**config.mk**
```make
export PLATFORM = sky130hd
export DESIGN_NAME = masked_byte_search_replace
export DESIGN_NICKNAME = d
export VERILOG_FILES = /design/src/rtl/mbsr_pkg.sv /design/src/rtl/mbsr_regs.sv /design/src/rtl/mbsr_cell.sv /design/src/rtl/mbsr_emit.sv /design/src/rtl/masked_byte_search_replace.sv
export SDC_FILE = /design/constraint.sdc
export NUM_CORES = 2
export LEC_CHECK = 0
export ABC_AREA = 1
export BUFFER_PORTS_ARGS = -buffer_cell sky130_fd_sc_hd__buf_2
export CAP_MARGIN = 40
export CORE_ASPECT_RATIO = 1.4
export CORE_UTILIZATION = 29
export CTS_CLUSTER_SIZE = 40
export DETAILED_ROUTE_END_ITERATION = 10
export REMOVE_ABC_BUFFERS = 1
export SYNTH_ARGS = -nofsm -noshare
export SYNTH_HDL_FRONTEND = slang
export SYNTH_SLANG_ARGS = --single-unit
```
**constraint.sdc**
```tcl
create_clock -name clk -period 14.6 [get_ports clk]
set_input_delay 0.73 -clock clk [delete_from_list [all_inputs] [get_ports clk]]
set_output_delay 0.73 -clock clk [all_outputs]
set_load 0.02 [all_outputs]
```
**src/rtl/mbsr_pkg.sv**
```systemverilog
// ----------------------------------------------------------------------------
// mbsr_pkg
// Shared types and constants for the masked byte search and replace block.
// ----------------------------------------------------------------------------
package mbsr_pkg;

    // Register file geometry: eight registers of up to 64 bits at 8*i
    localparam int APB_AW    = 6;
    localparam int APB_DW    = 64;

    // Widest pattern and replacement in bytes
    localparam int RUN_BYTES = 8;

    // Register indexes, taken from paddr[5:3]
    localparam logic [2:0] REG_SEARCH_PATTERN      = 3'd0;
    localparam logic [2:0] REG_SEARCH_MASK         = 3'd1;
    localparam logic [2:0] REG_SEARCH_LENGTH       = 3'd2;
    localparam logic [2:0] REG_REPLACE_PATTERN     = 3'd3;
    localparam logic [2:0] REG_REPLACE_MASK        = 3'd4;
    localparam logic [2:0] REG_REPLACE_LENGTH      = 3'd5;
    localparam logic [2:0] REG_REPLACE_MASK_LENGTH = 3'd6;
    localparam logic [2:0] REG_REPLACE_ENABLE      = 3'd7;

    typedef enum logic [1:0] {
        KIND_BYTE    = 2'd0,
        KIND_REPORT  = 2'd1,
        KIND_SUMMARY = 2'd2
    } item_kind_t;

    typedef struct packed {
        logic [63:0] search_pattern;
        logic [63:0] search_mask;
        logic [3:0]  search_length;
        logic [63:0] replace_pattern;
        logic [63:0] replace_mask;
        logic [3:0]  replace_length;
        logic [3:0]  replace_mask_length;
        logic        replace_enable;
    } cfg_t;

    localparam cfg_t CFG_RESET = '{
        search_pattern:      64'h0,
        search_mask:         64'hFFFF_FFFF_FFFF_FFFF,
        search_length:       4'd1,
        replace_pattern:     64'h0,
        replace_mask:        64'h0,
        replace_length:      4'd0,
        replace_mask_length: 4'd0,
        replace_enable:      1'b0
    };

    // Results caused by one request: bytes first, then report, then summary
    typedef struct packed {
        logic [RUN_BYTES-1:0][7:0] bytes;
        logic [3:0]                nbytes;
        logic                      report;
        logic [31:0]               offset;
        logic [63:0]               matched;
        logic                      summary;
        logic [31:0]               total;
    } run_t;

endpackage

```
**src/rtl/mbsr_regs.sv**
```systemverilog
// ----------------------------------------------------------------------------
// mbsr_regs
// APB register file holding the search and replace configuration.
// ----------------------------------------------------------------------------
module mbsr_regs
    import mbsr_pkg::*;
(
    input  logic              clk,
    input  logic              rst_n,
    input  logic              psel,
    input  logic              penable,
    input  logic              pwrite,
    input  logic [APB_AW-1:0] paddr,
    input  logic [APB_DW-1:0] pwdata,
    output logic [APB_DW-1:0] prdata,
    output logic              pready,
    output cfg_t              cfg,
    output logic              len_wr
);

    cfg_t       cfg_reg;
    cfg_t       cfg_next;
    logic       wr_en;
    logic [2:0] idx;

    assign pready = 1'b1;
    assign idx    = paddr[5:3];
    assign wr_en  = psel && penable && pwrite;
    assign cfg    = cfg_reg;
    assign len_wr = wr_en && (idx == REG_SEARCH_LENGTH);

    always_comb
    begin
        cfg_next = cfg_reg;
        if (wr_en)
        begin
            case (idx)
                REG_SEARCH_PATTERN:      cfg_next.search_pattern      = pwdata;
                REG_SEARCH_MASK:         cfg_next.search_mask         = pwdata;
                REG_SEARCH_LENGTH:       cfg_next.search_length       = pwdata[3:0];
                REG_REPLACE_PATTERN:     cfg_next.replace_pattern     = pwdata;
                REG_REPLACE_MASK:        cfg_next.replace_mask        = pwdata;
                REG_REPLACE_LENGTH:      cfg_next.replace_length      = pwdata[3:0];
                REG_REPLACE_MASK_LENGTH: cfg_next.replace_mask_length = pwdata[3:0];
                REG_REPLACE_ENABLE:      cfg_next.replace_enable      = pwdata[0];
                default:                 cfg_next = cfg_reg;
            endcase
        end
    end

    always_ff @(posedge clk or negedge rst_n)
    begin
        if (!rst_n)
        begin
            cfg_reg <= CFG_RESET;
        end
        else
        begin
            cfg_reg <= cfg_next;
        end
    end

    always_comb
    begin
        case (idx)
            REG_SEARCH_PATTERN:      prdata = cfg_reg.search_pattern;
            REG_SEARCH_MASK:         prdata = cfg_reg.search_mask;
            REG_SEARCH_LENGTH:       prdata = APB_DW'(cfg_reg.search_length);
            REG_REPLACE_PATTERN:     prdata = cfg_reg.replace_pattern;
            REG_REPLACE_MASK:        prdata = cfg_reg.replace_mask;
            REG_REPLACE_LENGTH:      prdata = APB_DW'(cfg_reg.replace_length);
            REG_REPLACE_MASK_LENGTH: prdata = APB_DW'(cfg_reg.replace_mask_length);
            REG_REPLACE_ENABLE:      prdata = APB_DW'(cfg_reg.replace_enable);
            default:                 prdata = '0;
        endcase
    end

endmodule

```
**src/rtl/mbsr_cell.sv**
```systemverilog
// ----------------------------------------------------------------------------
// mbsr_cell
// One window position: holds a pending byte, takes the new byte when it is
// the insert position, compares against its pattern byte and hands its byte
// to the left neighbor when the window slides.
// ----------------------------------------------------------------------------
module mbsr_cell
(
    input  logic       clk,
    input  logic       rst_n,
    input  logic       step,
    input  logic       shift,
    input  logic       ins,
    input  logic [7:0] in_byte,
    input  logic [7:0] right_byte,
    input  logic [7:0] pat_byte,
    input  logic [7:0] mask_byte,
    output logic [7:0] view,
    output logic       eq
);

    logic [7:0] byte_reg;
    logic [7:0] byte_next;

    always_comb
    begin
        view      = ins ? in_byte : byte_reg;
        eq        = ((view ^ pat_byte) & mask_byte) == 8'h00;
        byte_next = byte_reg;
        if (step)
        begin
            // slide left on a miss, else keep the inserted view
            byte_next = shift ? right_byte : view;
        end
    end

    always_ff @(posedge clk or negedge rst_n)
    begin
        if (!rst_n)
        begin
            byte_reg <= 8'h00;
        end
        else
        begin
            byte_reg <= byte_next;
        end
    end

endmodule

```
**src/rtl/mbsr_emit.sv**
```systemverilog
// ----------------------------------------------------------------------------
// mbsr_emit
// Holds one request's results and hands them out through an output
// register, one per cycle unless stalled; bytes shift down as they leave.
// ----------------------------------------------------------------------------
module mbsr_emit
    import mbsr_pkg::*;
(
    input  logic        clk,
    input  logic        rst_n,
    input  logic        load,
    input  run_t        run,
    input  logic        result_stall,
    output logic        ready,
    output logic        result_valid,
    output logic [1:0]  item_kind,
    output logic [7:0]  out_byte,
    output logic [31:0] match_offset,
    output logic [63:0] matched_bytes,
    output logic [31:0] match_total,
    output logic        last_of_run
);

    run_t        pend_reg;
    run_t        pend_next;
    logic        pend_any;
    logic        pend_last;
    logic        move;

    logic        valid_reg;
    logic        valid_next;
    logic [1:0]  kind_reg;
    logic [1:0]  kind_next;
    logic [7:0]  byte_reg;
    logic [7:0]  byte_next;
    logic [31:0] offset_reg;
    logic [31:0] offset_next;
    logic [63:0] matched_reg;
    logic [63:0] matched_next;
    logic [31:0] total_reg;
    logic [31:0] total_next;
    logic        last_reg;
    logic        last_next;

    assign pend_any  = (pend_reg.nbytes != 4'd0) || pend_reg.report || pend_reg.summary;
    assign pend_last = ((pend_reg.nbytes == 4'd1) && !pend_reg.report && !pend_reg.summary)
                    || ((pend_reg.nbytes == 4'd0) && (pend_reg.report ^ pend_reg.summary));
    assign move      = pend_any && (!valid_reg || !result_stall);
    assign ready     = !pend_any || (pend_last && move);

    always_comb
    begin
        pend_next    = pend_reg;
        valid_next   = valid_reg && result_stall;
        kind_next    = kind_reg;
        byte_next    = byte_reg;
        offset_next  = offset_reg;
        matched_next = matched_reg;
        total_next   = total_reg;
        last_next    = last_reg;

        if (move)
        begin
            valid_next   = 1'b1;
            last_next    = pend_last;
            byte_next    = 8'h00;
            offset_next  = '0;
            matched_next = '0;
            total_next   = '0;
            if (pend_reg.nbytes != 4'd0)
            begin
                kind_next        = KIND_BYTE;
                byte_next        = pend_reg.bytes[0];
                pend_next.bytes  = pend_reg.bytes >> 8;
                pend_next.nbytes = pend_reg.nbytes - 4'd1;
            end
            else if (pend_reg.report)
            begin
                kind_next        = KIND_REPORT;
                offset_next      = pend_reg.offset;
                matched_next     = pend_reg.matched;
                pend_next.report = 1'b0;
            end
            else
            begin
                kind_next         = KIND_SUMMARY;
                total_next        = pend_reg.total;
                pend_next.summary = 1'b0;
            end
        end

        if (load)
        begin
            pend_next = run;
        end
    end

    always_ff @(posedge clk or negedge rst_n)
    begin
        if (!rst_n)
        begin
            pend_reg  <= '0;
            valid_reg <= 1'b0;
        end
        else
        begin
            pend_reg  <= pend_next;
            valid_reg <= valid_next;
        end
    end

    always_ff @(posedge clk)
    begin
        kind_reg    <= kind_next;
        byte_reg    <= byte_next;
        offset_reg  <= offset_next;
        matched_reg <= matched_next;
        total_reg   <= total_next;
        last_reg    <= last_next;
    end

    assign result_valid  = valid_reg;
    assign item_kind     = kind_reg;
    assign out_byte      = byte_reg;
    assign match_offset  = offset_reg;
    assign matched_bytes = matched_reg;
    assign match_total   = total_reg;
    assign last_of_run   = last_reg;

endmodule

```
**src/rtl/masked_byte_search_replace.sv**
```systemverilog
// ----------------------------------------------------------------------------
// masked_byte_search_replace
// Result path: a request is held in the pending register of mbsr_emit, and
// its first result moves into the output register once that is free.
// Throughput: one request per cycle while each gives at most one result and
// result_stall does not hold the output; results leave one per cycle, and
// the next request is taken as the last result of the one before moves out.
// Reset clears the window, offset, match count and the result queue, and
// returns the registers to their reset values.
// ----------------------------------------------------------------------------
module masked_byte_search_replace
    import mbsr_pkg::*;
#(
    parameter int PAT_MAX = 8
)
(
    input  logic              clk,
    input  logic              rst_n,
    input  logic              psel,
    input  logic              penable,
    input  logic              pwrite,
    input  logic [APB_AW-1:0] paddr,
    input  logic [APB_DW-1:0] pwdata,
    output logic [APB_DW-1:0] prdata,
    output logic              pready,
    input  logic              byte_valid,
    output logic              byte_stall,
    input  logic [7:0]        data_byte,
    input  logic              end_of_stream,
    output logic              result_valid,
    input  logic              result_stall,
    output logic [1:0]        item_kind,
    output logic [7:0]        out_byte,
    output logic [31:0]       match_offset,
    output logic [63:0]       matched_bytes,
    output logic [31:0]       match_total,
    output logic              last_of_run
);

    localparam int CW = $clog2(PAT_MAX + 1);

    cfg_t               cfg;
    logic               len_wr;
    logic               take;
    logic               emit_ready;

    logic [CW-1:0]      count_reg;
    logic [CW-1:0]      count_next;
    logic [31:0]        offset_reg;
    logic [31:0]        offset_next;
    logic [31:0]        counter_reg;
    logic [31:0]        counter_next;
    logic [31:0]        counter_step;

    logic [CW-1:0]      len_eff;
    logic [3:0]         len4;
    logic [CW-1:0]      pos;
    logic [CW-1:0]      cnt_inc;
    logic               full;
    logic               hit;
    logic               shift;
    logic               rep;

    logic [7:0]         wv [0:RUN_BYTES];
    logic [PAT_MAX-1:0] cell_eq;
    logic [PAT_MAX-1:0] cmp_ok;

    logic [3:0]         rl;
    logic [3:0]         ml;
    logic [7:0]         rp;
    logic [7:0]         rm;
    run_t               run;

    mbsr_regs u_regs (
        .clk     (clk),
        .rst_n   (rst_n),
        .psel    (psel),
        .penable (penable),
        .pwrite  (pwrite),
        .paddr   (paddr),
        .pwdata  (pwdata),
        .prdata  (prdata),
        .pready  (pready),
        .cfg     (cfg),
        .len_wr  (len_wr)
    );

    // Effective pattern length: zero acts as one, clip to the window size
    always_comb
    begin
        if (cfg.search_length == 4'd0)
        begin
            len_eff = CW'(1);
        end
        else if (int'(cfg.search_length) > PAT_MAX)
        begin
            len_eff = CW'(PAT_MAX);
        end
        else
        begin
            len_eff = CW'(cfg.search_length);
        end
    end

    assign len4    = 4'(len_eff);
    assign pos     = (count_reg >= len_eff) ? (len_eff - CW'(1)) : count_reg;
    assign cnt_inc = pos + CW'(1);
    assign full    = (cnt_inc == len_eff);
    assign hit     = full && (&cmp_ok);
    assign shift   = full && !hit;
    assign rep     = cfg.replace_enable;
    assign take    = byte_valid && !byte_stall;

    genvar k;
    generate
        for (k = 0; k < PAT_MAX; k++)
        begin : g_cell
            mbsr_cell u_cell (
                .clk        (clk),
                .rst_n      (rst_n),
                .step       (take),
                .shift      (shift),
                .ins        (pos == CW'(k)),
                .in_byte    (data_byte),
                .right_byte (wv[k+1]),
                .pat_byte   (cfg.search_pattern[8*k +: 8]),
                .mask_byte  (cfg.search_mask[8*k +: 8]),
                .view       (wv[k]),
                .eq         (cell_eq[k])
            );
            assign cmp_ok[k] = cell_eq[k] || (CW'(k) >= len_eff);
        end
        for (k = PAT_MAX; k <= RUN_BYTES; k++)
        begin : g_pad
            assign wv[k] = 8'h00;
        end
    endgenerate

    assign counter_step = (hit && (counter_reg != '1)) ? counter_reg + 32'd1 : counter_reg;

    always_comb
    begin
        count_next   = count_reg;
        offset_next  = offset_reg;
        counter_next = counter_reg;
        if (take)
        begin
            counter_next = counter_step;
            if (hit)
            begin
                count_next  = '0;
                offset_next = offset_reg + 32'(len_eff);
            end
            else if (shift)
            begin
                count_next  = len_eff - CW'(1);
                offset_next = offset_reg + 32'd1;
            end
            else
            begin
                count_next  = cnt_inc;
            end
            if (end_of_stream)
            begin
                count_next   = '0;
                offset_next  = '0;
                counter_next = '0;
            end
        end
        else if (len_wr)
        begin
            // drop pending bytes on a new pattern length
            count_next = '0;
        end
    end

    always_ff @(posedge clk or negedge rst_n)
    begin
        if (!rst_n)
        begin
            count_reg   <= '0;
            offset_reg  <= '0;
            counter_reg <= '0;
        end
        else
        begin
            count_reg   <= count_next;
            offset_reg  <= offset_next;
            counter_reg <= counter_next;
        end
    end

    // Build the result list of this request
    always_comb
    begin
        rl = (cfg.replace_length > 4'(RUN_BYTES)) ? 4'(RUN_BYTES) : cfg.replace_length;
        ml = cfg.replace_mask_length;
        if (ml > rl)
        begin
            ml = rl;
        end
        if (ml > len4)
        begin
            ml = len4;
        end

        run = '0;
        for (int i = 0; i < RUN_BYTES; i++)
        begin
            rp = cfg.replace_pattern[8*i +: 8];
            rm = cfg.replace_mask[8*i +: 8];
            if (hit)
            begin
                run.bytes[i] = (4'(i) < ml) ? ((rp & rm) | (wv[i] & ~rm)) : rp;
            end
            else
            begin
                run.bytes[i] = wv[i];
            end
            run.matched[8*i +: 8] = (4'(i) < len4) ? wv[i] : 8'h00;
        end

        if (!rep)
        begin
            run.nbytes = 4'd0;
        end
        else if (hit)
        begin
            run.nbytes = rl;
        end
        else if (shift)
        begin
            run.nbytes = end_of_stream ? len4 : 4'd1;
        end
        else
        begin
            run.nbytes = end_of_stream ? 4'(cnt_inc) : 4'd0;
        end

        run.report  = hit && !rep;
        run.offset  = offset_reg;
        run.summary = end_of_stream;
        run.total   = counter_step;
    end

    mbsr_emit u_emit (
        .clk           (clk),
        .rst_n         (rst_n),
        .load          (take),
        .run           (run),
        .result_stall  (result_stall),
        .ready         (emit_ready),
        .result_valid  (result_valid),
        .item_kind     (item_kind),
        .out_byte      (out_byte),
        .match_offset  (match_offset),
        .matched_bytes (matched_bytes),
        .match_total   (match_total),
        .last_of_run   (last_of_run)
    );

    assign byte_stall = !emit_ready;

endmodule
```
==> flow_summary.rst <==
.. list-table::
   :header-rows: 1

   * - Metric
     - Value
   * - Overall die area
     - 0.130 sq mm
   * - Port bufs
     - 287
   * - Max Transition Viols Final
     - 0
   * - Clock skew
     - 0.0247 ns
   * - Total of hold buffers inserted after clock tree synthesis
     - 0
   * - Maximum achievable frequency
     - around 120 MHz
   * - First-pass GRT wire length
     - 196000 um
   * - Worst EP arrival
     - between 8 and 9 ns
   * - Clock latency on the worst-skew pair
     - roughly 0.65 ns
   * - Fraction of final layout cells sized beyond drive strength 1
     - between 10% and 20%
   * - Worst min-delay path class
     - in2async
   * - Critical register-to-register path startpoint
     - u_regs.cfg[140]
   * - Die W
     - between 300 and 400 um
   * - Initial antenna violation count
     - 30
   * - Detailed-routing iteration count for the pre-antenna-repair pass
     - 6
   * - H-Tree Depth
     - 3
   * - Number of standard cells after synthesis
     - between 4000 and 5000
   * - Worst slew margin relative to its limit
     - between 30 and 40%
   * - Tot Pwr
     - 0.00910 W
   * - Post-detailed-route count of antenna-violating nets
     - 0
   * - Count of flip-flops with a built-in enable after synthesis
     - about 140
   * - Worst setup EP type
     - register
   * - Routability cong.
     - just over 0.9
   * - Portion of the clock cycle consumed by the worst path in the final layout
     - 56.6%
   * - Initial Util
     - 29.3%
   * - Count of max-cap constraint violations
     - 0
   * - Result of the run
     - complete, no violations
   * - Starting DRC count in detailed routing
     - roughly 2800
   * - Number of hold violations in the final report
     - 0
   * - Number of buffers added by the clock tree synthesis step
     - 82
   * - Post-layout net count
     - 5028
   * - CTS tree
     - done
   * - Setup slack of the worst register-to-register path
     - ~6.3 ns
   * - Clock buffer depth
     - 3
   * - Largest net degree at the start of global routing
     - between 100 and 150
   * - Class of the most critical setup path
     - reg2reg
   * - Share of synthesized registers carrying an async set or reset
     - 81.2%
   * - Sequential area share after synthesis
     - roughly 50%
   * - Routed len/inst
     - approximately 20 um
   * - Number of instances resized during post-cts repair
     - 0
   * - Via density per instance
     - about 5.0
   * - Root Buffer
     - clkbuf_16
   * - Syn Area/Cell
     - just under 8 sq um
   * - TritonCTS Sinks
     - ~740
   * - Number of rows in the core area
     - between 150 and 200
   * - Largest fanout on the critical path
     - between 50 and 60
   * - Slew at the pin closest to its max-slew limit
     - ~0.96 ns
   * - Area overhead of the layout relative to synthesis
     - 16.3%
   * - Post-Layout Cell Count
     - 6645
   * - Post-detailed-placement half-perimeter wirelength
     - around 90000 um
   * - Vias after detailed routing
     - ~33000
   * - Die boundary height
     - around 430 um
   * - Number of failing setup endpoints in the final timing report
     - 0
   * - Number of setup buffers added after CTS
     - 0
   * - Power density over the cells
     - between 200 and 250 mW/mm^2
   * - Max stage delay cell, worst path
     - inv_2
   * - Place WS
     - around 6.4 ns
   * - Seq cells post-synth
     - 739
   * - Vias in the first global route
     - around 32000
   * - Area inside the core boundary
     - around 0.13 sq mm
   * - Fin crit period
     - approximately 8.3 ns
   * - Largest stage delay on the critical path
     - about 0.86 ns
   * - Top-Level Pins
     - between 200 and 300
   * - Startpoint types
     - register
   * - Total negative setup slack
     - 0 ns
   * - Data required time at the worst endpoint
     - approximately 15 ns
   * - Total Routing Usage GR
     - 19.7%
   * - Unrepaired setup endpoints after global routing
     - false
   * - Warning count from the yosys run
     - 0
   * - Count of different cell masters after synthesis
     - between 50 and 60
   * - P_leak
     - ~20 nW
   * - CTS clock-pin slew for the worst setup and hold paths
     - about 0.060 ns
   * - Cell Count Post-Placement
     - approximately 6500
   * - Syn Std Cell Area
     - between 0.03 and 0.04 sq mm
   * - DRC Markers
     - 0
   * - Crit path setup slack, layout
     - 6.34 ns
   * - Number of flip-flops under the largest register name
     - ~270
   * - Total overflow reported by the global router
     - 0
   * - Largest vdd supply drop
     - between 0.2 and 0.25 mV
   * - Aggregate routed wire length
     - about 130000 um
   * - Reg2reg end
     - offset_reg[18]
   * - Cell type with the highest occurrence count on the critical path
     - nand2_1
   * - Count of cells along the worst register-to-register path
     - 37
   * - Dominant register cell in the synthesized netlist
     - dfrtp_1
[through the flow]
step	instance area [sq um]	hold slack (ns)	util (%)
after floorplan	36300	0.434	-
after global placement	40300	0.461	31.5
after CTS	43500	0.0929	34.0
after detailed placement	40700	0.460	31.9
final	43500	0.0851	34.1
after global routing	43500	0.130	34.0
[power breakdown]
part,total (W),internal [W],switching (W)
Combinational,0.00393,0.00107,0.00286
Clock,0.00216,0.00128,0.000881
Sequential,0.00301,0.00270,0.000312
[synthesized netlist by cell type, types with 2 or more instances]
master,count,area [sq um]
a21oi_1,112,561
a22oi_1,44,330
a31oi_1,3,18.8
buf_1,16,60.1
buf_2,26,130
buf_4,14,105
buf_6,8,90.1
clkbuf_1,179,672
clkinv_1,3,11.3
dfrtp_1,535,13400
dfstp_2,65,1710
edfxtp_1,139,4170
ha_1,24,300
inv_1,582,2180
inv_2,6,22.5
mux2_2,6,67.6
mux2i_1,6,60.1
nand2_1,1265,4750
nand2_2,6,37.5
nand3_1,335,1680
nand4_1,46,288
nor2_1,346,1300
nor2_2,2,12.5
nor2_4,7,78.8
nor3_1,49,245
nor3_2,2,20.0
nor3b_1,2,15.0
nor4_1,16,100
o2111ai_1,17,149
o211ai_1,49,368
o21a_1,2,15.0
o21ai_0,529,2650
o21ai_1,157,786
o22ai_1,55,344
o31ai_1,18,135
o32ai_1,2,17.5
xnor2_1,2,17.5
xor2_1,41,359
[layer usage]
layer	GRT usage (%)	part of all wire [%]	vias to the layer above
li1	-	-	15800
met1	24.5	40	16000
met2	33.3	48	1318
met3	3.92	7.7	301
met4	8.38	4.2	24
met5	0	0.12	-
[worst max-delay path: cells and delay by family (launching register included)]
kind | cells | cell delay, ns
AO/OA/AOI/OAI | 4 | 0.97
flip-flops | 1 | 0.61
AND/OR/NAND/NOR | 23 | 4.44
adder cells (fa/ha/maj) | 3 | 0.76
buffers and inverters | 7 | 1.32
[cell families after synthesis]
group                      Yosys count  share of synthesized area (%)
DFF                                739                           51.5
buffers and inverters              834                           8.76
adders and majority gates           25                          0.856
xor gates and xnor gates            43                           1.01
and+or+nand+nor                   2082                           23.0
AOI/OAI and AO/OA                  994                           14.5
other                                1                         0.0100
muxes                               12                          0.341
[how the worst max path moves through the flow]
stage                               from                   end  slack (ns)  cells after the start
floorplan           u_emit.pend_reg[130]  u_emit.pend_reg[130]        3.17                     14
global placement         u_regs.cfg[140]        offset_reg[18]        6.48                     37
detailed placement       u_regs.cfg[140]        offset_reg[26]        6.45                     37
CTS                      u_regs.cfg[140]        offset_reg[18]        6.41                     37
global route             u_regs.cfg[140]        offset_reg[18]        5.73                     37
finish                   u_regs.cfg[140]        offset_reg[18]        6.34                     37
[final cells by class]
type / instances / area, sq um
antenna: 12 / 30.0
clock buffer: 107 / 2290
clock inverter: 45 / 490
fill: 13400 / 84300
inverter: 591 / 2230
multi-input combinational: 3157 / 15000
sequential: 739 / 19300
tap: 1648 / 2060
timing repair buffer: 346 / 2180
[layout by cell type (no fill, tap or decap), types with 6 or more instances in the layout]
cell and n:
clkbuf_16 85, o21ai_0 529, nand4_1 46, ha_1 24
clkinv_1 13, buf_4 41, mux2_2 6, nand2_1 1260
o211ai_1 49, o22ai_1 55, dfstp_2 65, nor4_1 16
xor2_1 41, a22oi_1 44, buf_2 286, o21ai_1 155
edfxtp_1 139, diode_2 12, nand3_1 335, nor2_1 341
inv_1 580, bufinv_16 10, mux2i_1 6, dfrtp_1 535
inv_2 6, a21oi_1 112, nor2_4 10, clkinv_2 16
o2111ai_1 17, clkbuf_1 14, nand2_2 7, nor3_1 47
clkbuf_8 8, buf_16 11, o31ai_1 18
(Power assumes the default switching activity.)
